--- config.mk ---
export PLATFORM = sky130hd
export DESIGN_NAME = status_led_pattern_blinker
export DESIGN_NICKNAME = d
export VERILOG_FILES = /design/src/sv/slpb_pkg.sv /design/src/sv/status_led_pattern_blinker.sv /design/src/sv/slpb_core.sv
export SDC_FILE = /design/constraint.sdc
export NUM_CORES = 1
export LEC_CHECK = 0
export ABC_CLOCK_PERIOD_IN_PS = 5500
export BUFFER_PORTS_ARGS = -buffer_cell sky130_fd_sc_hd__buf_4
export CAP_MARGIN = 20
export CORE_MARGIN = 1.5
export CORE_UTILIZATION = 25
export CTS_CLUSTER_DIAMETER = 150
export DETAILED_ROUTE_END_ITERATION = 8
export PLACE_DENSITY_LB_ADDON = 0.25
export RECOVER_POWER = 100
export SLEW_MARGIN = 20
export SYNTH_ARGS = -nofsm -noshare
export SYNTH_HDL_FRONTEND = slang
export SYNTH_HIERARCHICAL = 1
export SYNTH_SLANG_ARGS = --single-unit
--- constraint.sdc ---
create_clock -name i_clk -period 5.5 [get_ports i_clk]
set_clock_uncertainty 0.1 [all_clocks]
set_input_delay 1.1 -clock i_clk [delete_from_list [all_inputs] [get_ports i_clk]]
set_output_delay 1.1 -clock i_clk [all_outputs]
set_load 0.03 [all_outputs]
--- src/sv/slpb_pkg.sv ---
// Shared types and constants for the status LED pattern blinker.
package slpb_pkg;

    localparam int TIMER_WIDTH_DEF = 16;

    // Pattern dwell times in milliseconds
    localparam int DWELL_SHORT = 200;
    localparam int DWELL_MID   = 2000;
    localparam int DWELL_LONG  = 4000;

    typedef enum logic [1:0] {
        OP_TICK     = 2'd0,
        OP_SET_CONN = 2'd1,
        OP_BLINK    = 2'd2
    } t_op;

    localparam logic [2:0] CONN_STARTING   = 3'd0;
    localparam logic [2:0] CONN_OK         = 3'd1;
    localparam logic [2:0] CONN_NOT_CONN   = 3'd2;
    localparam logic [2:0] CONN_WIFI       = 3'd3;
    localparam logic [2:0] CONN_SEARCHING  = 3'd4;

    typedef struct packed {
        logic [1:0]  operation;
        logic [2:0]  conn_state;
        logic [7:0]  blink_count;
        logic [15:0] blink_interval;
    } t_item;

    typedef struct packed {
        logic led_level;
        logic blink_active;
    } t_result;

endpackage

--- src/sv/status_led_pattern_blinker.sv ---
// Top level of the status LED pattern blinker: input and result registers.
//
// Usage
//   Input channel: i_in_valid / o_in_stall carry one beat of operation,
//   conn_state, blink_count and blink_interval. A beat is taken at a rising
//   edge with i_in_valid high and o_in_stall low.
//   Output channel: o_out_valid / i_out_stall carry one result beat
//   (led_level, blink_active) for every input beat, in order.
//   Path: an input beat goes to the input register, then through the update
//   logic into the result register, which drives o_out_valid.
//   Throughput: one beat per cycle while i_out_stall is low; the state
//   update is two saturating increments and compares, done combinationally
//   between the two registers.
//   Stall: while the receiver holds i_out_stall, the result register holds
//   its beat, the pending input beat waits in the input register, and
//   o_in_stall rises once that register is full. No beat is dropped.
//   Reset (synchronous, i_rst_n low): both registers empty, LED state low,
//   connection state "starting", all counters and blink count zero.
//   Operation codes: tick, set connection state, start blink; code three
//   changes nothing and still returns a result beat.
module status_led_pattern_blinker
    import slpb_pkg::*;
#(
    parameter int TIMER_WIDTH = TIMER_WIDTH_DEF
) (
    input  logic        i_clk,
    input  logic        i_rst_n,
    input  logic        i_in_valid,
    output logic        o_in_stall,
    input  logic [1:0]  i_operation,
    input  logic [2:0]  i_conn_state,
    input  logic [7:0]  i_blink_count,
    input  logic [15:0] i_blink_interval,
    output logic        o_out_valid,
    input  logic        i_out_stall,
    output logic        o_led_level,
    output logic        o_blink_active
);

    logic    r_in_vld;
    t_item   r_item;
    logic    r_out_vld;
    t_result r_res;
    t_result next_res;
    logic    out_free, proc, in_take;

    // Result register can take a new beat when empty or being drained
    assign out_free   = !r_out_vld || !i_out_stall;
    assign proc       = r_in_vld && out_free;
    assign o_in_stall = r_in_vld && !out_free;
    assign in_take    = i_in_valid && !o_in_stall;

    always_ff @(posedge i_clk) begin
        if (!i_rst_n) begin
            r_in_vld <= 1'b0;
        end else if (!r_in_vld || proc) begin
            r_in_vld <= i_in_valid;
        end
    end

    // Payload needs no reset; load only on acceptance
    always_ff @(posedge i_clk) begin
        if (in_take) begin
            r_item.operation      <= i_operation;
            r_item.conn_state     <= i_conn_state;
            r_item.blink_count    <= i_blink_count;
            r_item.blink_interval <= i_blink_interval;
        end
    end

    slpb_core #(
        .TIMER_WIDTH(TIMER_WIDTH)
    ) u_core (
        .i_clk   (i_clk),
        .i_rst_n (i_rst_n),
        .i_proc  (proc),
        .i_item  (r_item),
        .o_next  (next_res)
    );

    always_ff @(posedge i_clk) begin
        if (!i_rst_n) begin
            r_out_vld <= 1'b0;
        end else if (out_free) begin
            r_out_vld <= proc;
        end
    end

    always_ff @(posedge i_clk) begin
        if (proc) begin
            r_res <= next_res;
        end
    end

    assign o_out_valid    = r_out_vld;
    assign o_led_level    = r_res.led_level;
    assign o_blink_active = r_res.blink_active;

endmodule

--- src/sv/slpb_core.sv ---
// LED state registers and the per-beat update logic.
module slpb_core
    import slpb_pkg::*;
#(
    parameter int TIMER_WIDTH = TIMER_WIDTH_DEF
) (
    input  logic    i_clk,
    input  logic    i_rst_n,
    input  logic    i_proc,
    input  t_item   i_item,
    output t_result o_next
);

    localparam int CMP_W = (TIMER_WIDTH > 16) ? TIMER_WIDTH : 16;
    localparam logic [TIMER_WIDTH-1:0] CNT_MAX = {TIMER_WIDTH{1'b1}};
    localparam logic [TIMER_WIDTH-1:0] DW_SHORT = TIMER_WIDTH'(DWELL_SHORT);
    localparam logic [TIMER_WIDTH-1:0] DW_MID   = TIMER_WIDTH'(DWELL_MID);
    localparam logic [TIMER_WIDTH-1:0] DW_LONG  = TIMER_WIDTH'(DWELL_LONG);

    logic                   r_led,   n_led;
    logic [2:0]             r_mode,  n_mode;
    logic [TIMER_WIDTH-1:0] r_pat,   n_pat;
    logic [7:0]             r_left,  n_left;
    logic [15:0]            r_per,   n_per;
    logic [TIMER_WIDTH-1:0] r_blel,  n_blel;

    logic [TIMER_WIDTH-1:0] pat_inc, blel_inc, dwell;
    logic                   toggling;

    assign pat_inc  = (r_pat  == CNT_MAX) ? CNT_MAX : r_pat  + 1'b1;
    assign blel_inc = (r_blel == CNT_MAX) ? CNT_MAX : r_blel + 1'b1;

    always_comb begin
        toggling = 1'b1;
        dwell    = DW_SHORT;
        unique case (r_mode)
            CONN_NOT_CONN:  dwell = DW_SHORT;
            CONN_WIFI:      dwell = r_led ? DW_MID  : DW_SHORT;
            CONN_SEARCHING: dwell = r_led ? DW_LONG : DW_MID;
            default:        toggling = 1'b0;
        endcase
    end

    always_comb begin
        n_led  = r_led;
        n_mode = r_mode;
        n_pat  = r_pat;
        n_left = r_left;
        n_per  = r_per;
        n_blel = r_blel;
        if (i_proc) begin
            unique case (t_op'(i_item.operation))
                OP_TICK: begin
                    n_pat  = pat_inc;
                    n_blel = blel_inc;
                    if (r_left != 8'd0) begin
                        if (CMP_W'(blel_inc) >= CMP_W'(r_per)) begin
                            n_led  = ~r_led;
                            n_blel = '0;
                            if (!r_led) begin
                                n_left = r_left - 8'd1;
                            end
                        end
                    end else if (r_mode == CONN_STARTING) begin
                        n_led = 1'b0;
                    end else if (r_mode == CONN_OK) begin
                        n_led = 1'b1;
                    end else if (toggling && pat_inc >= dwell) begin
                        n_led = ~r_led;
                        n_pat = '0;
                    end
                end
                OP_SET_CONN: begin
                    n_mode = i_item.conn_state;
                end
                OP_BLINK: begin
                    n_per  = i_item.blink_interval;
                    n_left = i_item.blink_count;
                    n_led  = ~r_led;
                    n_blel = '0;
                end
                default: begin
                    // unknown operation: hold everything
                end
            endcase
        end
    end

    always_ff @(posedge i_clk) begin
        if (!i_rst_n) begin
            r_led  <= 1'b0;
            r_mode <= CONN_STARTING;
            r_pat  <= '0;
            r_left <= 8'd0;
            r_per  <= 16'd0;
            r_blel <= '0;
        end else begin
            r_led  <= n_led;
            r_mode <= n_mode;
            r_pat  <= n_pat;
            r_left <= n_left;
            r_per  <= n_per;
            r_blel <= n_blel;
        end
    end

    assign o_next.led_level    = n_led;
    assign o_next.blink_active = (n_left != 8'd0);

    // On a tick with blinks left, the blink count holds or drops by one
    a_left_dec: assert property (@(posedge i_clk) disable iff (!i_rst_n)
        (i_proc && t_op'(i_item.operation) == OP_TICK && r_left != 8'd0)
        |=> (r_left == $past(r_left) || r_left == $past(r_left) - 8'd1))
        else $error("blink count moved by more than one");

    // A start-blink beat clears the blink timer and flips the level
    a_blink_start: assert property (@(posedge i_clk) disable iff (!i_rst_n)
        (i_proc && t_op'(i_item.operation) == OP_BLINK)
        |=> (r_blel == '0 && r_led != $past(r_led)))
        else $error("start blink did not toggle and clear");

    // Setting the connection state leaves the level alone
    a_set_conn_hold: assert property (@(posedge i_clk) disable iff (!i_rst_n)
        (i_proc && t_op'(i_item.operation) == OP_SET_CONN) |=> $stable(r_led))
        else $error("connection state write changed the level");

endmodule
; Word level (Yosys, flattened, before mapping)
; Cells that the tools add are included.
[classes]
addsub = 3
n_lt_le_gt_ge = 2
eq_ne = 8
n_mux = 25
bitwise = 1
reduce_logical = 21
[ops]
columns = cell, n
row1 = $mux 16, 8
row2 = $pmux 16 s2, 2
row3 = $add 16x1->16 const B, 2
row4 = $eq 16x16->1 const B, 2
row5 = $ge 16x16->1, 2
row6 = $mux 8, 4
row7 = $pmux 8 s2, 1
row8 = $reduce_bool 8->1, 2
row9 = $mux 12, 1
row10 = $mux 11, 1
row11 = $reduce_and 2->1, 4
row12 = $sub 8x1->8 const B, 1
row13 = $mux 1, 7
row14 = $eq 3x2->1 const B, 2
row15 = $logic_not 1->1, 5
row16 = $logic_and 1x1->1, 4
row17 = $eq 3x1->1 const B, 1
row18 = $eq 3x3->1 const B, 1
row19 = $logic_not 3->1, 1
row20 = $reduce_or 3->1, 1
row21 = $eq 2x1->1 const B, 1
row22 = $eq 2x2->1 const B, 1
row23 = $logic_not 2->1, 1
row24 = $logic_or 1x1->1, 2
row25 = other kinds (3), 3
[totals]
ff_bits = 93
inputBits = 33

; Longest topological paths before layout
; Gate-level depths: netlist of run 1.
[depth]
depth_word = 10
ltp_mapped = 18

; By module
; Netlist of run 1, hierarchy kept.
[by_module_without_submodules]
columns = mod, n_inst, cells_per_inst, area_per_inst_um2, seq_area_each_um2
row1 = slpb_core, 1, 542, 4139.0, 1201.2
row2 = status_led_pattern_blinker, 1, 39, 1014.7, 970.9

; Worst setup path after synthesis of run 1
; No wires, ideal clock.
[synth_path]
path_kind = register to register
start = reg u_core.r_blel[0]
end = reg r_res (netlist bit o_blink_active), data pin
setup_ps = 269
t_arrival_ps = 3730
required_time_ps = 5131
path_slack_ps = 1401
path_stages_with_launch = 18
period_less_slack_ps = 4099
cell_sequence = dfxtp_1 ha_1 nand3_1 nor3_1 and3_1 nand4_1 clkbuf_1 nand2_1 inv_1 ha_1 nand2b_1 a211oi_1 o21ai_0 a2111oi_2 nor2_1 a32o_1 nor4_1 nand3_1
[synth_lines]
columns = item, line_no
row1 = "start, declared", slpb_core.sv:25  ; logic [TIMER_WIDTH-1:0] r_blel, n_blel;
row2 = "start signal, assigned", slpb_core.sv:103  ; r_blel <= n_blel;
row3 = "end signal, assigned", status_led_pattern_blinker.sv:91  ; r_res <= next_res;
row4 = "end, declared", status_led_pattern_blinker.sv:43  ; t_result r_res;

==> flow_summary.ini, run 1 <==
[die]
die_w_um = 147
rows = 52
fp.dieArea_um2 = 21500
die-height_um = 147
ios = 37
initial_core_util = 0.255
coreArea_um2 = 20200

[cts]
tritoncts.num_buffers = 9
clk_pin_slew_ns = 0.07
clkLatencyLatePin_ns = 0.35
clockBufferDepth = 2
cts_hold_buf = 0
clock-sinks = 93
htreeDepth = 3
cts_tree = done
cts_root_buffer = clkbuf_16
cts_setup_buffers = 0

[routing]
drtIter0Drc = 248
dr.pass1.iters = 5
routedWlPerCell_um = 14.1
routed_wirelength_mm = 12.4
drcViolationCount = 0
viasPerCell = 4.92
vias = 4323
ant_nets = 0

[global_routing]
grt_first_pass_wirelength_mm = 20.5
grt_pass1_vias = 4263
grtUsageTotal = 0.119
grt_max_degree = 64
grt_remaining_overflow = 0
antenna_found_initial = 0

[critical_path]
criticalPathCategory = reg -> reg
crit_family = simple AND/OR/NAND/NOR gates
crit_path_end_kind = register
critPathArrivalTime_ns = 4.96
critPathMaxFanout = 14
worstRegToRegCells = 16
cp-startpoint = u_core/r_blel[0]$_SDFFE_PN0P_
worstReg2RegStart = u_core/r_blel[0]$_SDFFE_PN0P_
critPathRequiredTime_ns = 5.50
startpoint_type = register
path_buf_inv = 1
reg2reg_to = o_blink_active$_DFFE_PP_
crit_chain = ha_1 > nand3_1 > nor3_1 > and3_1 > nand4_1 > nand2_1 > inv_1 > ha_1 > nand2b_1 > a211oi_1 > o21ai_0 > a2111oi_2 > nor2_1 > a32o_1 > nor4_1 > nand3_1
crit_path_max_incr_delay_ns = 0.66
reg2reg_slack_ns = 0.54
slowest_stage = a2111oi_2

[run]
maxCapViolCount = 1

[worst_hold_path]
hp-start = u_core/r_per[13]$_SDFFE_PN0P_
hp-class = reg -> reg
holdPathStages = 2
min_to = u_core/r_per[13]$_SDFFE_PN0P_

[layout]
syn_to_final_growth_pct = 14.8
drive_gt1_frac = 0.0985
finalNetCount = 665
fin_cells = 879
finalInstanceArea_um2 = 5920
diodes = 0

[pwr]
power.net_switching_mw = 0.379
power.combinational.fraction = 0.086
powerDensity_nw_per_um2 = 249
power.share.clock = 0.409
seq_power_share = 0.504
netSwitchingFraction = 0.257
intPower_mw = 1.10
worst_ir_drop_vdd_mv = 0.133
p_leak_nw = 2.14

[sta]
holdWs_ns = 0.374
hold_viol = 0
fin_crit_ns = 4.96
slew_headroom = -0.604
max_slew.worst_pin.slew_ns = 2.41
slew_viol_final = 64
fmax_mhz = 202
setup_viol = 0
tns_ns = 0
post-route-period-util = 0.902
rsz0062_at_grt = no

[synthesis]
seq_area_frac_synth = 0.421
netlist_area_um2 = 5150
synth_nets = 642
async_flop_share = 0
yosysMostFrequentCell = nand2_1
yosysUniqueCellTypes = 64
synth-warning-count = 6
synth_top_area_frac = 0.241
synth.area.top_cells = dfxtp_1 (24%), edfxtp_1 (18%), ha_1 (6.8%)
avgSynthCellArea_um2 = 8.87
ys_ff_latch = 93
yosysTopAreaCell = dfxtp_1
synth_edf_count = 31
synth_ff_type = dfxtp_1
syn_inst = 581
ys_top_cells_by_count = nand2_1 (80), dfxtp_1 (62), nor2_1 (39), edfxtp_1 (31)

[placed_design]
placedCellCount = 863
place_congestion = 0.897
dpl_cell_area_um2 = 5670
hpwlAfterDp_mm = 8.79
io_buffers = 36

[run_status]
status = finished, violations left
violations = capacitance limit, slew limit
flip-flops by register name, indices dropped and copies added, names as in the netlist:
signal	count
o_blink_active	1
o_led_level	1
o_out_valid	1
r_in_vld	1
r_item	29
u_core/r_blel	16
u_core/r_led	1
u_core/r_left	8
u_core/r_mode	3
u_core/r_pat	16
u_core/r_per	16
worst max path at each step:
| stage | cells past startpoint | slack (ns) | to |
|---|---|---|---|
| finish | 16 | 0.54 | o_blink_active$_DFFE_PP_ |
| global route | 16 | 0.05 | o_blink_active$_DFFE_PP_ |
| CTS | 16 | 0.41 | u_core/r_blel[11]$_SDFFE_PN0P_ |
| detailed placement | 16 | 0.43 | u_core/r_blel[11]$_SDFFE_PN0P_ |
| global placement | 16 | 0.65 | u_core/r_blel[11]$_SDFFE_PN0P_ |
| floorplan | 17 | 1.40 | o_blink_active$_DFFE_PP_ |
tightest hold or removal path: cells and delay by family, from the launching register on:
family          cells  cell delay [ns]
flops               1             0.31
simple gates        1             0.05
compound gates      1             0.06
per-stage QoR:
| step | total power [mW] | utilization | setup slack, ns |
|---|---|---|---|
| final | 1.48 | 0.292 | 0.539 |
| after floorplan | 0.838 | - | 1.40 |
| after global routing | 1.54 | 0.292 | 0.0520 |
| after CTS | 1.50 | 0.294 | 0.407 |
| after global placement | 0.887 | 0.280 | 0.654 |
| after detailed placement | 0.889 | 0.280 | 0.433 |
cell usage in the layout (no fill, tap or decap), types with 7 or more instances in the layout:
cell type	count
a31oi_1	7
a22oi_1	18
o21a_1	7
xnor2_1	7
and3_1	9
nor4_1	7
a21oi_1	20
edfxtp_1	31
dfxtp_1	62
nor3_1	9
a21boi_0	25
nor2_1	39
nand4_1	11
nand3_1	29
xor2_1	10
clkbuf_16	9
nand2b_1	7
clkbuf_4	29
o21ai_0	22
nand2_1	80
clkbuf_1	8
nor2b_1	29
ha_1	28
inv_1	26
logic make-up after synthesis:
group / Yosys count / share of synthesized area
xor+xnor: 17 / 0.0289
fa+ha+maj: 28 / 0.0680
simple gates: 249 / 0.244
mux: 5 / 0.00995
buf+inv: 57 / 0.0476
flops: 93 / 0.421
compound gates: 132 / 0.180
final cells by class:
cell class                      count  area (µm²)
Clock buffer                        9         225
Inverter                           26        97.6
Clock inverter                      7        58.8
Fill cell                        2117       14300
Sequential cell                    93        2170
Tap cell                          270         338
Timing Repair Buffer               43         293
Multi-Input combinational cell    431        2730
power by group through the flow:
| stage | Clock, mW | Sequential (mW) | Combinational (mW) |
|---|---|---|---|
| floorplan | 0 | 0.758 | 0.0805 |
| global placement | 0 | 0.760 | 0.127 |
| detailed placement | 0 | 0.760 | 0.129 |
| CTS | 0.628 | 0.744 | 0.130 |
| global route | 0.658 | 0.746 | 0.140 |
| finish | 0.604 | 0.744 | 0.128 |
layer usage:
metal / GRT usage / share of wire / vias up
met5: 0 / 0 / -
met4: 0.0702 / 0.031 / 0
met3: 0.0266 / 0.045 / 33
met2: 0.196 / 0.49 / 132
met1: 0.142 / 0.44 / 2025
li1: - / - / 2133
repair_timing:
action / 4_1_cts / 5_1_grt
setup endpoints to repair: 0 / 12
gates resized for setup: 0 / 1
endpoints found under the hold margin: 0 / 0
Power figures use the tool's default switching activity.
==> inputs of run 2 (changes only) <==
--- a/config.mk
+++ b/config.mk
@@ -5,11 +5,11 @@
 export SDC_FILE = /design/constraint.sdc
 export NUM_CORES = 1
 export LEC_CHECK = 0
-export ABC_CLOCK_PERIOD_IN_PS = 5500
+export ABC_CLOCK_PERIOD_IN_PS = 5700
 export BUFFER_PORTS_ARGS = -buffer_cell sky130_fd_sc_hd__buf_4
 export CAP_MARGIN = 20
 export CORE_MARGIN = 1.5
-export CORE_UTILIZATION = 25
+export CORE_UTILIZATION = 55
 export CTS_CLUSTER_DIAMETER = 150
 export DETAILED_ROUTE_END_ITERATION = 8
 export PLACE_DENSITY_LB_ADDON = 0.25
==> constraint.sdc (replaced) <==
create_clock -name i_clk -period 5.7 [get_ports i_clk]
set_clock_uncertainty 0.1 [all_clocks]
set_input_delay 1.14 -clock i_clk [delete_from_list [all_inputs] [get_ports i_clk]]
set_output_delay 1.14 -clock i_clk [all_outputs]
set_load 0.03 [all_outputs]
==> run 2 against run 1 <==
  * The flow still finishes with violations (capacitance limit, slew limit)
  * Largest cell class unchanged
  * Cell count fell by 18%
  * Critical path depth did not move
  * Highest routed layer unchanged
  * Register-to-register slack improved by 0.08 ns
==> flow_summary.ini, run 2 (synthesis results as in run 1) <==
[die]
rows = 35
coreArea_um2 = 9150
die_w_um = 99.8
fp.dieArea_um2 = 9960
ios = 37
die-height_um = 99.8
initial_core_util = 0.563

[critical_path]
path_buf_inv = 1
worstRegToRegCells = 16
critPathMaxFanout = 16
critPathArrivalTime_ns = 5.28
criticalPathCategory = reg -> reg
crit_path_max_incr_delay_ns = 0.68
crit_chain = ha_1 > nand3_1 > nor3_1 > and3_1 > nand4_1 > nand2_1 > inv_1 > ha_1 > nand2b_1 > a211oi_1 > o21ai_0 > a2111oi_2 > nor2_1 > a21oi_2 > o21ai_0 > a21boi_0
startpoint_type = register
crit_family = compound AO/OA/AOI/OAI gates
slowest_stage = a2111oi_2
critPathRequiredTime_ns = 5.90
crit_path_end_kind = register
cp_num_cells = 16

[sta]
holdWs_ns = 0.370
rsz0062_at_grt = no
hold_viol = 0
max_slew.worst_pin.slew_ns = 2.21
fmax_mhz = 197
tns_ns = 0
setup_viol = 0
post-route-period-util = 0.891
slew_headroom = -0.473
fin_crit_ns = 5.08
slew_viol_final = 64
finalWorstSetupSlack_ns = 0.623

[pwr]
worst_ir_drop_vdd_mv = 0.131
p_total_mw = 1.32
p_leak_nw = 2.10
powerDensity_nw_per_um2 = 234

[cts]
cts_setup_buffers = 0
cts_root_buffer = clkbuf_8
clock-sinks = 93
tritoncts.num_buffers = 9
clkLatencyLatePin_ns = 0.38
cts_hold_buf = 0
clockBufferDepth = 2
cts_tree = done
cts_resized = 0
clk_pin_slew_ns = 0.11
htreeDepth = 3

[layout]
fin_util = 0.614
finalNetCount = 662
syn_to_final_growth_pct = 9.13
largest_reg_flops = 29
final_common_cell = nand2_1
diodes = 0
drive_gt1_frac = 0.0990
fin_cells = 717
regMostFlops = r_item
layout_common_cells = nand2_1 (80), dfxtp_1 (62), nor2_1 (39)
finalInstanceArea_um2 = 5620

[worst_hold_path]
holdPathStages = 2
hp-class = reg -> reg

[placed_design]
pre_cts_ws_ns = 0.735
hpwlAfterDp_mm = 7.56
placedCellCount = 701
io_buffers = 36
place_congestion = 0.880
dpl_cell_area_um2 = 5450

[global_routing]
antenna_found_initial = 0
grt_remaining_overflow = 0
grtUsageTotal = 0.229
grt_pass1_vias = 3976
grt_max_degree = 64
grt_first_pass_wirelength_mm = 18.5

[routing]
drcViolationCount = 0
routed_wirelength_mm = 10.9
ant_nets = 0
viasPerCell = 5.90
vias = 4232
drtIter0Drc = 209
dr.pass1.iters = 5
routedWlPerCell_um = 15.1

[run]
maxCapViolCount = 1

[run_status]
status = finished, violations left
violations = capacitance limit, slew limit
-- run 2: changes by cell type in the layout (fill, tap and decap cells not counted), moves of 2 or more --
cell       change
clkbuf_16      -9
clkbuf_8       +9
a21oi_2        +2
buf_4          -2
-- run 2: power by group --
part / switching [mW] / total (mW) / internal (mW) / leakage (nW)
clock: 0.265 / 0.479 / 0.215 / 0.109
combinational: 0.0709 / 0.119 / 0.0481 / 1.18
sequential: 0.0112 / 0.718 / 0.706 / 0.803
-- run 2: layer usage --
metal  global-route usage  part of all wire
met5                    0                 0
met3               0.0327             0.045
met4               0.0856             0.018
met2                0.364              0.46
met1                0.318              0.47
-- run 2: path summary, 6_finish.rpt --
| kind | start | to | slack [ns] |
|---|---|---|---|
| max | u_core/r_blel[0]$_SDFFE_PN0P_ | u_core/r_blel[11]$_SDFFE_PN0P_ | 0.62 |
| min | u_core/r_per[14]$_SDFFE_PN0P_ | u_core/r_per[14]$_SDFFE_PN0P_ | 0.37 |
| max reg2reg | u_core/r_blel[0]$_SDFFE_PN0P_ | u_core/r_blel[11]$_SDFFE_PN0P_ | 0.62 |
| min reg2reg | u_core/r_per[14]$_SDFFE_PN0P_ | u_core/r_per[14]$_SDFFE_PN0P_ | 0.37 |
-- run 2: final cells by class --
type                    instances  area [µm²]
fillers                       772        3530
multi-input cells             431        2730
flip-flops and latches         93        2170
repair buffers                 40         274
well taps                     111         139
clock buffers                   9         124
inverters                      26        97.6
clock inverters                 7        87.6
-- run 2: worst register-to-register path, cell delays in order, from the launching register on --
cell and delay [ns]:
dfxtp_1 0.40, ha_1 0.20, nand3_1 0.16, nor3_1 0.31, and3_1 0.26, nand4_1 0.46
nand2_1 0.25, inv_1 0.06, ha_1 0.26, nand2b_1 0.14, a211oi_1 0.26, o21ai_0 0.19
a2111oi_2 0.68, nor2_1 0.24, a21oi_2 0.63, o21ai_0 0.19, a21boi_0 0.21
==> inputs of run 3 (changes only) <==
--- a/config.mk
+++ b/config.mk
@@ -8,8 +8,10 @@
 export ABC_CLOCK_PERIOD_IN_PS = 5700
 export BUFFER_PORTS_ARGS = -buffer_cell sky130_fd_sc_hd__buf_4
 export CAP_MARGIN = 20
+export CELL_PAD_IN_SITES_DETAIL_PLACEMENT = 2
+export CELL_PAD_IN_SITES_GLOBAL_PLACEMENT = 2
 export CORE_MARGIN = 1.5
-export CORE_UTILIZATION = 55
+export CORE_UTILIZATION = 38
 export CTS_CLUSTER_DIAMETER = 150
 export DETAILED_ROUTE_END_ITERATION = 8
 export PLACE_DENSITY_LB_ADDON = 0.25
==> run 3 against run 2 <==
  * The run still ends with capacitance limit, slew limit left
  * Critical path depth did not move
  * Sequential share of layout area fell by 1.2 points
  * Design area rose by 3.3%
  * Maximum frequency fell by 2.5%
  * Wire length rose by 42%
  * Cell count rose by 9.2%
  * Clock power rose by 32%
  * Power rose by 13%
  * Critical endpoint is now o_blink_active$_DFFE_PP_
==> flow_summary.ini, run 3 (synthesis results as in run 1) <==
[cts]
cts_setup_buffers = 0
clk_pin_slew_ns = 0.07
clkLatencyLatePin_ns = 0.36
cts_hold_buf = 0
cts_tree = done
htreeDepth = 3
cts_resized = 0
clock-sinks = 93
clockBufferDepth = 2
tritoncts.num_buffers = 9
cts_root_buffer = clkbuf_16

[die]
initial_core_util = 0.389
rows = 42
coreArea_um2 = 13200
ios = 37
die-height_um = 119
die_w_um = 119
fp.dieArea_um2 = 14300

[global_routing]
grt_remaining_overflow = 0
grt_util_met2 = 0.395
use_met1 = 0.283
antenna_found_initial = 0
grt_first_pass_wirelength_mm = 25.3
grt_max_degree = 64
grt_pass1_vias = 4839
grt_busiest_layer = met2
grtUsageTotal = 0.227
grtUsageMet3 = 0.0445

[routing]
routedWlPerCell_um = 19.6
drtIter0Drc = 247
dr.pass1.iters = 4
routed_wirelength_mm = 15.4
drcViolationCount = 0
vias = 4425
viasPerCell = 5.65
ant_nets = 0

[layout]
syn_to_final_growth_pct = 12.7
largest_reg_flops = 29
layout_common_cells = nand2_1 (80), dfxtp_1 (62), nor2_1 (39)
finalNetCount = 663
diodes = 0
final_common_cell = nand2_1
regMostFlops = r_item
drive_gt1_frac = 0.0972

[sta]
finalWorstSetupSlack_ns = 0.491
hold_viol = 0
rsz0062_at_grt = no
slew_headroom = -0.668
post-route-period-util = 0.914
max_slew.worst_pin.slew_ns = 2.50
fmax_mhz = 192
fin_crit_ns = 5.21
slew_viol_final = 94
tns_ns = 0
setup_viol = 0
holdWs_ns = 0.375

[pwr]
p_total_mw = 1.49
worst_ir_drop_vdd_mv = 0.189
p_leak_nw = 2.14
powerDensity_nw_per_um2 = 256

[worst_hold_path]
min_to = u_core/r_per[15]$_SDFFE_PN0P_
hp-class = reg -> reg
hp-start = u_core/r_per[15]$_SDFFE_PN0P_
holdPathStages = 2

[critical_path]
cp-startpoint = u_core/r_blel[0]$_SDFFE_PN0P_
reg2reg_slack_ns = 0.49
worstReg2RegStart = u_core/r_blel[0]$_SDFFE_PN0P_
critPathMaxFanout = 14
critPathArrivalTime_ns = 5.20
startpoint_type = register
reg2reg_to = o_blink_active$_DFFE_PP_
criticalPathCategory = reg -> reg
critPathRequiredTime_ns = 5.69
worstRegToRegCells = 16
crit_path_end_kind = register

[placed_design]
pre_cts_ws_ns = 0.533
io_buffers = 36
hpwlAfterDp_mm = 10.8
place_congestion = 0.837

[run_status]
violations = capacitance limit, slew limit
status = finished, violations left

[run]
maxCapViolCount = 2
[run 3: cell count changes in the layout (fill, tap and decap cells not counted)]
| cell | previous run | this run |
|---|---|---|
| a21oi_2 | 2 | 0 |
| clkbuf_16 | 0 | 9 |
| clkinv_1 | 0 | 1 |
| a21oi_4 | 0 | 1 |
| inv_8 | 2 | 1 |
| buf_4 | 4 | 5 |
| a21oi_1 | 19 | 20 |
| clkbuf_8 | 9 | 0 |
[run 3: worst max path at each step]
stage,depth (start not counted),to,slack [ns]
CTS,16,u_core/r_blel[11]$_SDFFE_PN0P_,0.45
finish,16,o_blink_active$_DFFE_PP_,0.49
global placement,16,u_core/r_blel[11]$_SDFFE_PN0P_,0.89
global route,15,o_blink_active$_DFFE_PP_,0.07
floorplan,17,o_blink_active$_DFFE_PP_,1.60
detailed placement,16,u_core/r_blel[11]$_SDFFE_PN0P_,0.53
[run 3: power by group]
part	switching [mW]	leakage, nW	internal (mW)	total (mW)
clock	0.287	0.150	0.348	0.634
sequential	0.0129	0.803	0.707	0.720
combinational	0.0825	1.19	0.0489	0.131
total	0.382	2.14	1.10	1.49
[run 3: layout make-up]
cell class | instances | area [µm²]
Tap cell | 176 | 220
Clock buffer | 9 | 225
Timing Repair Buffer | 41 | 282
Multi-Input combinational cell | 431 | 2730
Sequential cell | 93 | 2170
Inverter | 26 | 97.6
Fill cell | 1469 | 7430
Clock inverter | 7 | 80.1
[run 3: layer usage]
metal,wire length [µm],part of all wire
met1,6830,0.44
met2,7810,0.51
met3,507,0.033
met4,243,0.016
met5,0,0
[run 3: critical path: stages, from the launching register on]
cell       delay, ns
dfxtp_1         0.41
ha_1            0.23
nand3_1         0.19
nor3_1          0.36
and3_1          0.28
nand4_1         0.51
nand2_1         0.28
inv_1           0.07
ha_1            0.26
nand2b_1        0.14
a211oi_1        0.22
o21ai_0         0.17
a2111oi_2       0.68
nor2_1          0.30
a32o_1          0.34
nor4_1          0.30
nand3_1         0.11
[run 3: per-stage QoR]
step / cell area (µm²) / utilization / cells
floorplan: 5150 / - / 581
global placement: 5540 / 0.418 / 767
detailed placement: 5540 / 0.418 / 767
CTS: 5840 / 0.441 / 783
global route: 5810 / 0.439 / 783
finish: 5810 / 0.439 / 783
